[config.mk]
export PLATFORM = sky130hd
export DESIGN_NAME = che_cfg
export DESIGN_NICKNAME = d
export VERILOG_FILES = /design/src/hdl/che_pkg.sv /design/src/hdl/che_cfg.sv
export SDC_FILE = /design/constraint.sdc
export NUM_CORES = 1
export LEC_CHECK = 0
export BUFFER_PORTS_ARGS = -buffer_cell sky130_fd_sc_hd__buf_2
export CAP_MARGIN = 20
export CORE_AREA = 2 2 223 225
export DETAILED_ROUTE_END_ITERATION = 7
export DIE_AREA = 0 0 225 227
export PLACE_DENSITY = 0.78
export SETUP_SLACK_MARGIN = 0.3
export SLEW_MARGIN = 20
export SYNTH_ARGS = -nofsm -noshare
export SYNTH_HDL_FRONTEND = slang
export SYNTH_SLANG_ARGS = --single-unit
export TNS_END_PERCENT = 100
[constraint.sdc]
create_clock -name clk -period 8.59 [get_ports clk]
set_input_delay 0.859 -clock clk [delete_from_list [all_inputs] [get_ports clk]]
set_output_delay 0.859 -clock clk [all_outputs]
set_load 0.05 [all_outputs]
[src/hdl/che_pkg.sv]
// Shared types, widths and register codes for the cubic Hermite segment evaluator.
package che_pkg;

  localparam int S_W       = 18;
  localparam int REG_W     = 32;
  localparam int VAL_W     = 42;
  localparam int OUT_W     = 40;
  localparam int FRAC      = 16;
  localparam int PROD_W    = S_W + VAL_W;
  localparam int NUM_CELLS = 3;
  localparam int IDX_W     = 3;

  typedef logic signed [S_W-1:0]    param_t;
  typedef logic signed [REG_W-1:0]  reg_t;
  typedef logic signed [VAL_W-1:0]  val_t;
  typedef logic signed [PROD_W-1:0] prod_t;
  typedef logic signed [OUT_W-1:0]  out_t;

  typedef struct packed {
    val_t pos;
    val_t d1;
    val_t d2;
  } lanes_t;

  typedef struct packed {
    param_t s;
    lanes_t acc;
  } beat_t;

  typedef lanes_t [NUM_CELLS-1:0] coef_row_t;

  typedef enum logic [IDX_W-1:0] {
    REG_START_POSITION = 3'd0,
    REG_START_VELOCITY = 3'd1,
    REG_END_POSITION   = 3'd2,
    REG_END_VELOCITY   = 3'd3,
    REG_CLAMP_LOW      = 3'd4,
    REG_CLAMP_HIGH     = 3'd5
  } reg_index_t;

  localparam param_t CLAMP_HIGH_RESET = param_t'(1 << FRAC);
  localparam prod_t  ROUND_HALF       = prod_t'(1 << (FRAC - 1));

  localparam val_t OUT_MAX = val_t'((64'sd1 <<< (OUT_W - 1)) - 64'sd1);
  localparam val_t OUT_MIN = val_t'(-(64'sd1 <<< (OUT_W - 1)));

  function automatic out_t sat_out(input val_t v);
    out_t r;
    if (v > OUT_MAX) begin
      r = OUT_MAX[OUT_W-1:0];
    end else if (v < OUT_MIN) begin
      r = OUT_MIN[OUT_W-1:0];
    end else begin
      r = v[OUT_W-1:0];
    end
    return r;
  endfunction

endpackage

[src/hdl/che_cfg.sv]
// Configuration registers and the registered Horner coefficients for each cell.
module che_cfg import che_pkg::*; (
  input  logic                 clk,
  input  logic                 rst,
  input  logic                 cfg_write,
  input  logic [IDX_W-1:0]     cfg_index,
  input  logic [REG_W-1:0]     cfg_data,
  output param_t               clamp_low,
  output param_t               clamp_high,
  output lanes_t               init_acc,
  output coef_row_t            cell_coef
);

  reg_t p1, v1, p2, v2;
  val_t p1x, v1x, p2x, v2x, dp, c3_next, c2_next;
  val_t c3, c2, p1_d, v1_d, x3;

  always_ff @(posedge clk) begin
    if (rst) begin
      p1         <= '0;
      v1         <= '0;
      p2         <= '0;
      v2         <= '0;
      clamp_low  <= '0;
      clamp_high <= CLAMP_HIGH_RESET;
    end else if (cfg_write) begin
      unique case (reg_index_t'(cfg_index))
        REG_START_POSITION: p1 <= reg_t'(cfg_data);
        REG_START_VELOCITY: v1 <= reg_t'(cfg_data);
        REG_END_POSITION:   p2 <= reg_t'(cfg_data);
        REG_END_VELOCITY:   v2 <= reg_t'(cfg_data);
        REG_CLAMP_LOW:      clamp_low <= param_t'(cfg_data[S_W-1:0]);
        REG_CLAMP_HIGH:     clamp_high <= param_t'(cfg_data[S_W-1:0]);
        default: ;
      endcase
    end
  end

  always_comb begin
    p1x     = val_t'(p1);
    v1x     = val_t'(v1);
    p2x     = val_t'(p2);
    v2x     = val_t'(v2);
    dp      = p2x - p1x;
    c3_next = v1x + v2x - (dp <<< 1);
    c2_next = dp + (dp <<< 1) - (v1x <<< 1) - v2x;
  end

  // two coefficient stages; init_acc is registered straight from c3_next
  always_ff @(posedge clk) begin
    if (rst) begin
      c3       <= '0;
      c2       <= '0;
      p1_d     <= '0;
      v1_d     <= '0;
      init_acc <= '0;
      cell_coef <= '0;
    end else begin
      c3   <= c3_next;
      c2   <= c2_next;
      p1_d <= p1x;
      v1_d <= v1x;
      init_acc     <= '{pos: c3_next, d1: '0, d2: '0};
      cell_coef[0] <= '{pos: c2, d1: x3, d2: '0};
      cell_coef[1] <= '{pos: v1_d, d1: c2 <<< 1, d2: x3 <<< 1};
      cell_coef[2] <= '{pos: p1_d, d1: v1_d, d2: c2 <<< 1};
    end
  end

  assign x3 = c3 + (c3 <<< 1);

endmodule

Word level (Yosys, flattened, before mapping)
Cells that the tools add are included.
Widths: inputs -> output; s select.

operators by class
  add/sub/neg operators = 7
  eq/ne operators = 5
  reduce and logical (&&, ||, !) cells = 7

operators with widths
  operator            count
  $add 42x42->42      1
  $sub 36x32->37      1
  $sub 35x33->36      1
  $add 33x34->35      1
  $sub 33x34->35      1
  $add 32x32->33      1
  $sub 32x32->33      1
  $reduce_and 2->1    6
  $eq 3x2->1 const B  2
  $eq 3x3->1 const B  2
  $eq 3x1->1 const B  1
  $logic_not 3->1     1

word-level totals
  register bits after elaboration = 671
  input port bits = 38
  output and inout bits = 540
  logic and storage cells = 41

Depth between registers and ports, before layout
Gate-level depths: netlist of run 1.

  word-level depth = 4
  depth in mapped cells = 25
  depth with buffers taken out = 24

Worst setup path before layout of run 1
Ideal clock, no wire load.

  path type = register to register
  start point = register p1[2]
  end point = register c2[40]
  setup time = 0.123 ns
  arrival time = 5.349 ns
  data required time = 8.467 ns
  path slack = 3.117 ns
  stages on the path, launching flop included = 23
  buffers on the path = 1
  period minus slack after synthesis = 5.473 ns
  path through = dfxtp_1 inv_1 ha_1 nor2b_1 o31a_1 o2111ai_1 nand3_1 a221oi_2 o21ai_1 a41o_1 xnor2_1 fa_1 fa_1 inv_1 ha_1 clkbuf_1 nand2_1 nor2_1 a221o_1 a311oi_1 o31ai_1 a21oi_1 mux2_1

between the ends
  cells in the longest elaborated chain, start to end = 4

RTL lines
  item                      line           text
  start: declaration        che_cfg.sv:14  reg_t p1, v1, p2, v2;
  start signal: assignment  che_cfg.sv:28  REG_START_POSITION: p1 <= reg_t'(cfg_data);
  $sub 32x32->33            che_cfg.sv:44  dp = p2x - p1x;
  $add 33x34->35            che_cfg.sv:46  c2_next = dp + (dp <<< 1) - (v1x <<< 1) - v2x;
  $sub 35x33->36            che_cfg.sv:46
  $sub 36x32->37            che_cfg.sv:46
  end signal: assignment    che_cfg.sv:60  c2 <= c2_next;
  end: declaration          che_cfg.sv:16  val_t c3, c2, p1_d, v1_d, x3;

Every way passes these cells.
A chain may end at the register's enable or synchronous reset.

Worst setup path in the final report of run 1
Same ends and word-level chain as after synthesis.

==> flow_metrics.env, run 1 <==
export IMPL_status="complete, no violations"
export IMPL_rows=81
export IMPL_synth_fa_ha_area_frac=0.145
export IMPL_synthArstFlopShare=0
export IMPL_synth_top_family_by_area="simple AND/OR/NAND/NOR gates"
export IMPL_hold_viol_final=0
export IMPL_routedWlPerCell_um=16.7
export IMPL_hp_class="flop to flop"
export IMPL_vias=19880
export IMPL_largest_register_ffs=138
export IMPL_power_density_mw_per_mm2=359
export IMPL_worst_slack_ns=2.26
export IMPL_grt_overflow=0
export IMPL_yosys_area_top_type="dfxtp_1"
export IMPL_cpPeakStageDelay_ns=0.51
export IMPL_yosysSeqAreaShare=0.342
export IMPL_area_growth_pct=9.65
export IMPL_cp_end_kind="flop"
export IMPL_path_depth=21
export IMPL_die_w_um=225
export IMPL_synth_mux_area_frac=0.00736
export IMPL_yosysTopAreaCellShare=0.342
export IMPL_drtIter0Drc=1375
export IMPL_cts_htree_levels=2
export IMPL_clk_latency_ns=0.61
export IMPL_cap_violations=0
export IMPL_gp_congestion=0.917
export IMPL_p_leak_nw=13.5
export IMPL_setup_violations=0
export IMPL_worstHoldPathCells=1
export IMPL_fin_crit_sh=0.737
export IMPL_ys_warn_count=0
export IMPL_grt_max_degree=236
export IMPL_cts_buffers=47
export IMPL_vdd_drop_max_v=0.000151
export IMPL_clk_pin_slew_worst_paths_ns=0.07
export IMPL_netlist_cell_type_count=90
export IMPL_synth_most_common_cell="dfxtp_1"
export IMPL_largestRegisters="cell_coef (138), c2 (37), c3 (35)"
export IMPL_final_min_clock_period_ns=6.33
export IMPL_worstPathArrival_ns=6.80
export IMPL_clock_skew_final_ns=0.0306
export IMPL_synth_compound_gate_area_share=0.152
export IMPL_routed_wirelength_um=65100
export IMPL_diodes=0
export IMPL_maxSlewHeadroom=0.320
export IMPL_core_area_mm2=0.0485
export IMPL_clock_sinks=438
export IMPL_io_pins=578
export IMPL_dieArea_mm2=0.0511
export IMPL_die_height_um=227
export IMPL_synthesis_instances=3049
export IMPL_crit_type="flop to flop"
export IMPL_max_freq_mhz=158
export IMPL_numPortBuffers=448
export IMPL_finalInstanceArea_mm2=0.0281
export IMPL_rsz0062_at_grt="false"
export IMPL_critPathTopFamily="compound AO/OA/AOI/OAI gates"
export IMPL_pwr_share_seq=0.243
export IMPL_power_switching_mw=4.73
export IMPL_required_ns=9.06
export IMPL_ys_flop_type="dfxtp_1"
export IMPL_preCtsSetupSlack_ns=2.35
export IMPL_clockBufferDepth=3
export IMPL_critPathBufInv=2
export IMPL_yosys_top_cells_area="dfxtp_1, buf_4, ha_1"
export IMPL_p_comb_frac=0.530
export IMPL_maxSlewViolCount=0
export IMPL_ff2ff_path_depth=21
export IMPL_tritoncts="built"
export IMPL_start_kind="flop"
export IMPL_fin_tns_setup_ns=0
export IMPL_dpl_hpwl_um=50400
export IMPL_avgSynthCellArea_um2=8.42
export IMPL_track_usage=0.247
export IMPL_syn_area_mm2=0.0257
export IMPL_cts_resized=0
export IMPL_antenna_found_initial=0
export IMPL_synth_commonest_cells="dfxtp_1, nand2_1, buf_4"
export IMPL_fin_nets=3515
export IMPL_final_antenna_net_count=0
export IMPL_postLayoutCoreUtil=0.580
export IMPL_swShare=0.469
export IMPL_ys_seq_elements=438
export IMPL_post_dp_cell_area_mm2=0.0264
export IMPL_p_int_mw=5.36
export IMPL_clock_power_share=0.227
export IMPL_regMostFlops="cell_coef"
export IMPL_grt_pass1_vias=18447
export IMPL_crit_fanout=5
export IMPL_firstDrtPassIters=5
export IMPL_cts_root_buf="clkbuf_16"
export IMPL_power_total_mw=10.1
export IMPL_synth_simple_area_share=0.164
export IMPL_start_util=0.529
export IMPL_drc=0
export IMPL_hold_buffers=0
export IMPL_crit_chain="inv_1 > ha_1 > nor2b_1 > o31a_1 > o2111ai_1 > nand3_1 > a221oi_2 > o21ai_1 > a21oi_1 > xor2_1 > fa_1 > fa_1 > inv_1 > ha_1 > nand2_1 > o21ai_0 > a221o_1 > a311oi_1 > o31ai_1 > a21oi_1 > mux2_1"
export IMPL_vias_per_cell=5.10
export IMPL_slowest_stage="fa_1"
export IMPL_grt_pass1_wl_um=99300
export IMPL_postCtsSetupRepairBufs=0
export IMPL_worst_slew_pin_slew_ns=1.02
export IMPL_drive_gt1_frac=0.180
export IMPL_synth_xor_area_share=0.0378
export IMPL_synth_enable_flop_cells=0
==> power groups by stage <==
stage | combinational, mW | sequential, mW | clock, mW
after floorplan | 3.84 | 3.00 | 0
after global placement | 5.26 | 2.50 | 0
after detailed placement | 5.29 | 2.50 | 0
after CTS | 5.32 | 2.46 | 2.34
after global routing | 5.80 | 2.49 | 2.42
final | 5.34 | 2.46 | 2.29
==> through the flow <==
stage	hold WS [ns]	instances
finish	0.426	3895
CTS	0.430	3895
floorplan	0.414	3177
detailed placement	0.420	3808
global placement	0.418	3806
global route	0.441	3895
==> layout make-up <==
cell class	instances	area, µm²
Tap cell	622	778
Clock buffer	59	1290
Sequential cell	438	8770
Multi-Input combinational cell	2034	13500
Inverter	254	953
Fill cell	4336	20400
Clock inverter	28	490
Timing Repair Buffer	460	2370
==> cells by family (layout without fill, tap and decap cells) <==
group / count (synthesis) / after routing
xor+xnor: 110 / 110
buf+inv: 705 / 801
fa+ha+maj: 242 / 242
flops: 438 / 438
mux: 17 / 17
compound gates: 610 / 610
simple gates: 926 / 926
other cells: 1 / 129
==> routing by layer <==
metal	GRT usage	routed length, µm
met3	0.0419	4080
met5	0	0
met4	0.0765	1850
met2	0.397	29700
met1	0.340	29500
==> cells in the final DEF, fill, tap and decap left out, types with 32 or more instances in the layout <==
cell type,n
clkbuf_16,47
a21oi_1,296
nor2_1,208
o21ai_0,58
xor2_1,38
nand2_1,414
nand3_1,32
nor2b_1,144
ha_1,150
dfxtp_1,438
buf_2,447
a21o_1,81
conb_1,129
xnor2_1,71
inv_1,253
fa_1,92
==> worst register-to-register path, delay by kind of cell (launching register included) <==
family | cells | cell delay, ns
AOI/OAI and AO/OA | 10 | 2.82
xor gates and xnor gates | 1 | 0.34
adders and majority gates | 4 | 1.70
buffers and inverters | 2 | 0.10
DFF | 1 | 0.33
muxes | 1 | 0.33
and+or+nand+nor | 3 | 0.57
==> final timing paths <==
path               endpoint      from  slack (ns)
max reg2reg          c2[40]     p1[2]        2.26
max                  c2[40]     p1[2]        2.26
min reg2reg  cell_coef[315]  v1_d[21]        0.43
min          cell_coef[315]  v1_d[21]        0.43
(Power assumes the default switching activity.)
==> run 2: changes to the inputs <==
Settings changed: CORE_AREA 2 2 223 225 to 2 2 226 228, DIE_AREA 0 0 225 227 to 0 0 228 230, PLACE_DENSITY 0.78 to 0.76.
Clock period 8.59 ns to 6.3 ns, I/O delays scaled along.
==> run 2 against run 1 <==
  * Sequential share of layout area decreased by 0.055 points
  * Global-route usage decreased by 1.1 points
  * Critical endpoint unchanged
  * Clock power increased by 25%
  * Critical path depth unchanged
  * Hold slack got worse by 0.12 ns
  * Register-to-register slack got worse by 1.7 ns
  * Sequential cell count unchanged
  * Maximum frequency increased by 11%
==> flow_metrics.env, run 2 (same netlist as run 1, synthesis figures left out) <==
export IMPL_tritoncts="built"
export IMPL_layout_cells_non_filler=3951
export IMPL_clk_latency_ns=0.60
export IMPL_gp_congestion=0.937
export IMPL_clockBufferDepth=3
export IMPL_track_usage=0.236
export IMPL_grt_pass1_wl_um=99100
export IMPL_ff2ff_path_depth=21
export IMPL_grtUsageMet2=0.373
export IMPL_vias=19823
export IMPL_startpoint="p1[2]"
export IMPL_diodes=0
export IMPL_fin_tns_setup_ns=0
export IMPL_dieArea_mm2=0.0524
export IMPL_core_area_mm2=0.0499
export IMPL_drtIter0Drc=1514
export IMPL_rows=82
export IMPL_cap_violations=0
export IMPL_cts_htree_levels=2
export IMPL_maxSlewViolCount=0
export IMPL_hp_class="input port to flop"
export IMPL_crit_reg2reg_capture="c2[40]"
export IMPL_regMostFlops="cell_coef"
export IMPL_cts_buffers=47
export IMPL_clock_sinks=438
export IMPL_die_w_um=228
export IMPL_drive_gt1_frac=0.187
export IMPL_critPathTopFamily="compound AO/OA/AOI/OAI gates"
export IMPL_fin_crit_sh=0.904
export IMPL_routedWlPerCell_um=16.3
export IMPL_crit_type="flop to flop"
export IMPL_worst_slew_pin_slew_ns=0.823
export IMPL_placed_cells=3863
export IMPL_min_from="cfg_data[28]"
export IMPL_clk_pin_slew_worst_paths_ns=0.06
export IMPL_grt_max_degree=179
export IMPL_dpl_hpwl_um=50200
export IMPL_required_ns=6.76
export IMPL_area_growth_pct=9.84
export IMPL_clock_skew_final_ns=0.0239
export IMPL_status="complete, no violations"
export IMPL_grt_busiest_layer="met2"
export IMPL_hold_buffers=0
export IMPL_power_density_mw_per_mm2=483
export IMPL_setup_violations=0
export IMPL_io_pins=578
export IMPL_worstHoldPathCells=3
export IMPL_mostFrequentLayoutCells="buf_2, dfxtp_1, nand2_1"
export IMPL_hold_viol_final=0
export IMPL_p_leak_nw=13.5
export IMPL_r2r_start="p1[2]"
export IMPL_final_common_cell="buf_2"
export IMPL_start_util=0.515
export IMPL_whs_endpoint="p2[28]"
export IMPL_worst_slack_ns=0.605
export IMPL_crit_chain="inv_1 > ha_1 > nor2b_1 > o31a_1 > o2111ai_1 > nand3_2 > a221oi_4 > buf_4 > o21bai_1 > xnor2_2 > fa_1 > fa_1 > inv_1 > ha_1 > a21oi_1 > o21ai_0 > a221o_1 > a311oi_2 > o31ai_1 > a21oi_1 > mux2_1"
export IMPL_grtUsageMet1=0.330
export IMPL_worstPathArrival_ns=6.16
export IMPL_start_kind="flop"
export IMPL_largestRegisters="cell_coef (138), c2 (37), c3 (35)"
export IMPL_multi_input_area_mm2=0.0136
export IMPL_maxSlewHeadroom=0.451
export IMPL_routed_wirelength_um=64300
export IMPL_firstDrtPassIters=5
export IMPL_slowest_stage="fa_1"
export IMPL_fin_nets=3522
export IMPL_max_freq_mhz=176
export IMPL_cp_end_kind="flop"
export IMPL_regArea_mm2=0.00877
export IMPL_grt_overflow=0
export IMPL_cpPeakStageDelay_ns=0.51
export IMPL_largest_register_ffs=138
export IMPL_final_min_clock_period_ns=5.69
export IMPL_crit_fanout=8
export IMPL_rrSetupSlack_ns=0.61
export IMPL_vias_per_cell=5.02
export IMPL_final_antenna_net_count=0
export IMPL_grt_pass1_vias=18371
export IMPL_numPortBuffers=448
export IMPL_grtUsageMet3=0.0381
export IMPL_antenna_found_initial=2
export IMPL_drc=0
export IMPL_die_height_um=230
export IMPL_preCtsSetupSlack_ns=0.308
export IMPL_vdd_drop_max_v=0.000215
export IMPL_rsz0062_at_grt="true"
export IMPL_n_fill_cell=4577
export IMPL_critPathBufInv=3
export IMPL_cts_root_buf="clkbuf_16"
run 2: report_power, final:
part / internal (mW) / switching [mW]
Combinational: 2.32 / 5.09
Sequential: 3.12 / 0.216
Clock: 1.68 / 1.19
run 2: worst min-delay path: cells and delay by family:
kind / cells / cell delay, ns
buffers and inverters: 1 / 0.13
AOI/OAI and AO/OA: 1 / 0.05
and+or+nand+nor: 1 / 0.05
run 2: worst max-delay path by stage:
| stage | depth (start not counted) | end | slack [ns] |
|---|---|---|---|
| final | 21 | c2[40] | 0.61 |
| after global routing | 21 | c2[40] | 0.30 |
| after CTS | 21 | c2[40] | 0.32 |
| after global placement | 21 | c2[40] | 0.38 |
| after detailed placement | 21 | c2[40] | 0.31 |
| after floorplan | 22 | c2[40] | 0.83 |
run 2: through the flow:
step           hold slack, ns  utilization  power, mW  instance area, µm²
2_1_floorplan           0.414            -       9.32               26100
3_3_place_gp            0.418        0.530       10.7               26400
3_5_place_dp            0.420        0.530       10.7               26400
4_1_cts                 0.278        0.563       13.6               28100
5_1_grt                 0.308        0.565       14.5               28200
6_report                0.311        0.565       13.6               28200
run 2: metal layers:
layer,part of all wire,up-vias
met5,0.00042,-
met1,0.46,9196
met4,0.024,4
met2,0.45,614
met3,0.062,93
li1,-,9916
run 2: cell type report:
| class | count | area share |
|---|---|---|
| Timing Repair Buffer | 467 | 0.0854 |
| Tap cell | 672 | 0.0298 |
| Sequential cell | 438 | 0.311 |
| Multi-Input combinational cell | 2034 | 0.482 |
| Clock buffer | 61 | 0.0472 |
| Clock inverter | 25 | 0.0107 |
| Inverter | 254 | 0.0338 |
run 2: what timing repair did:
action | in CTS | in global routing
hold endpoints to repair | 0 | 0
resized for setup | 1 | 14
endpoints found under the setup margin | 1 | 4
pin swaps | 0 | 3
buffers inserted | 0 | 2
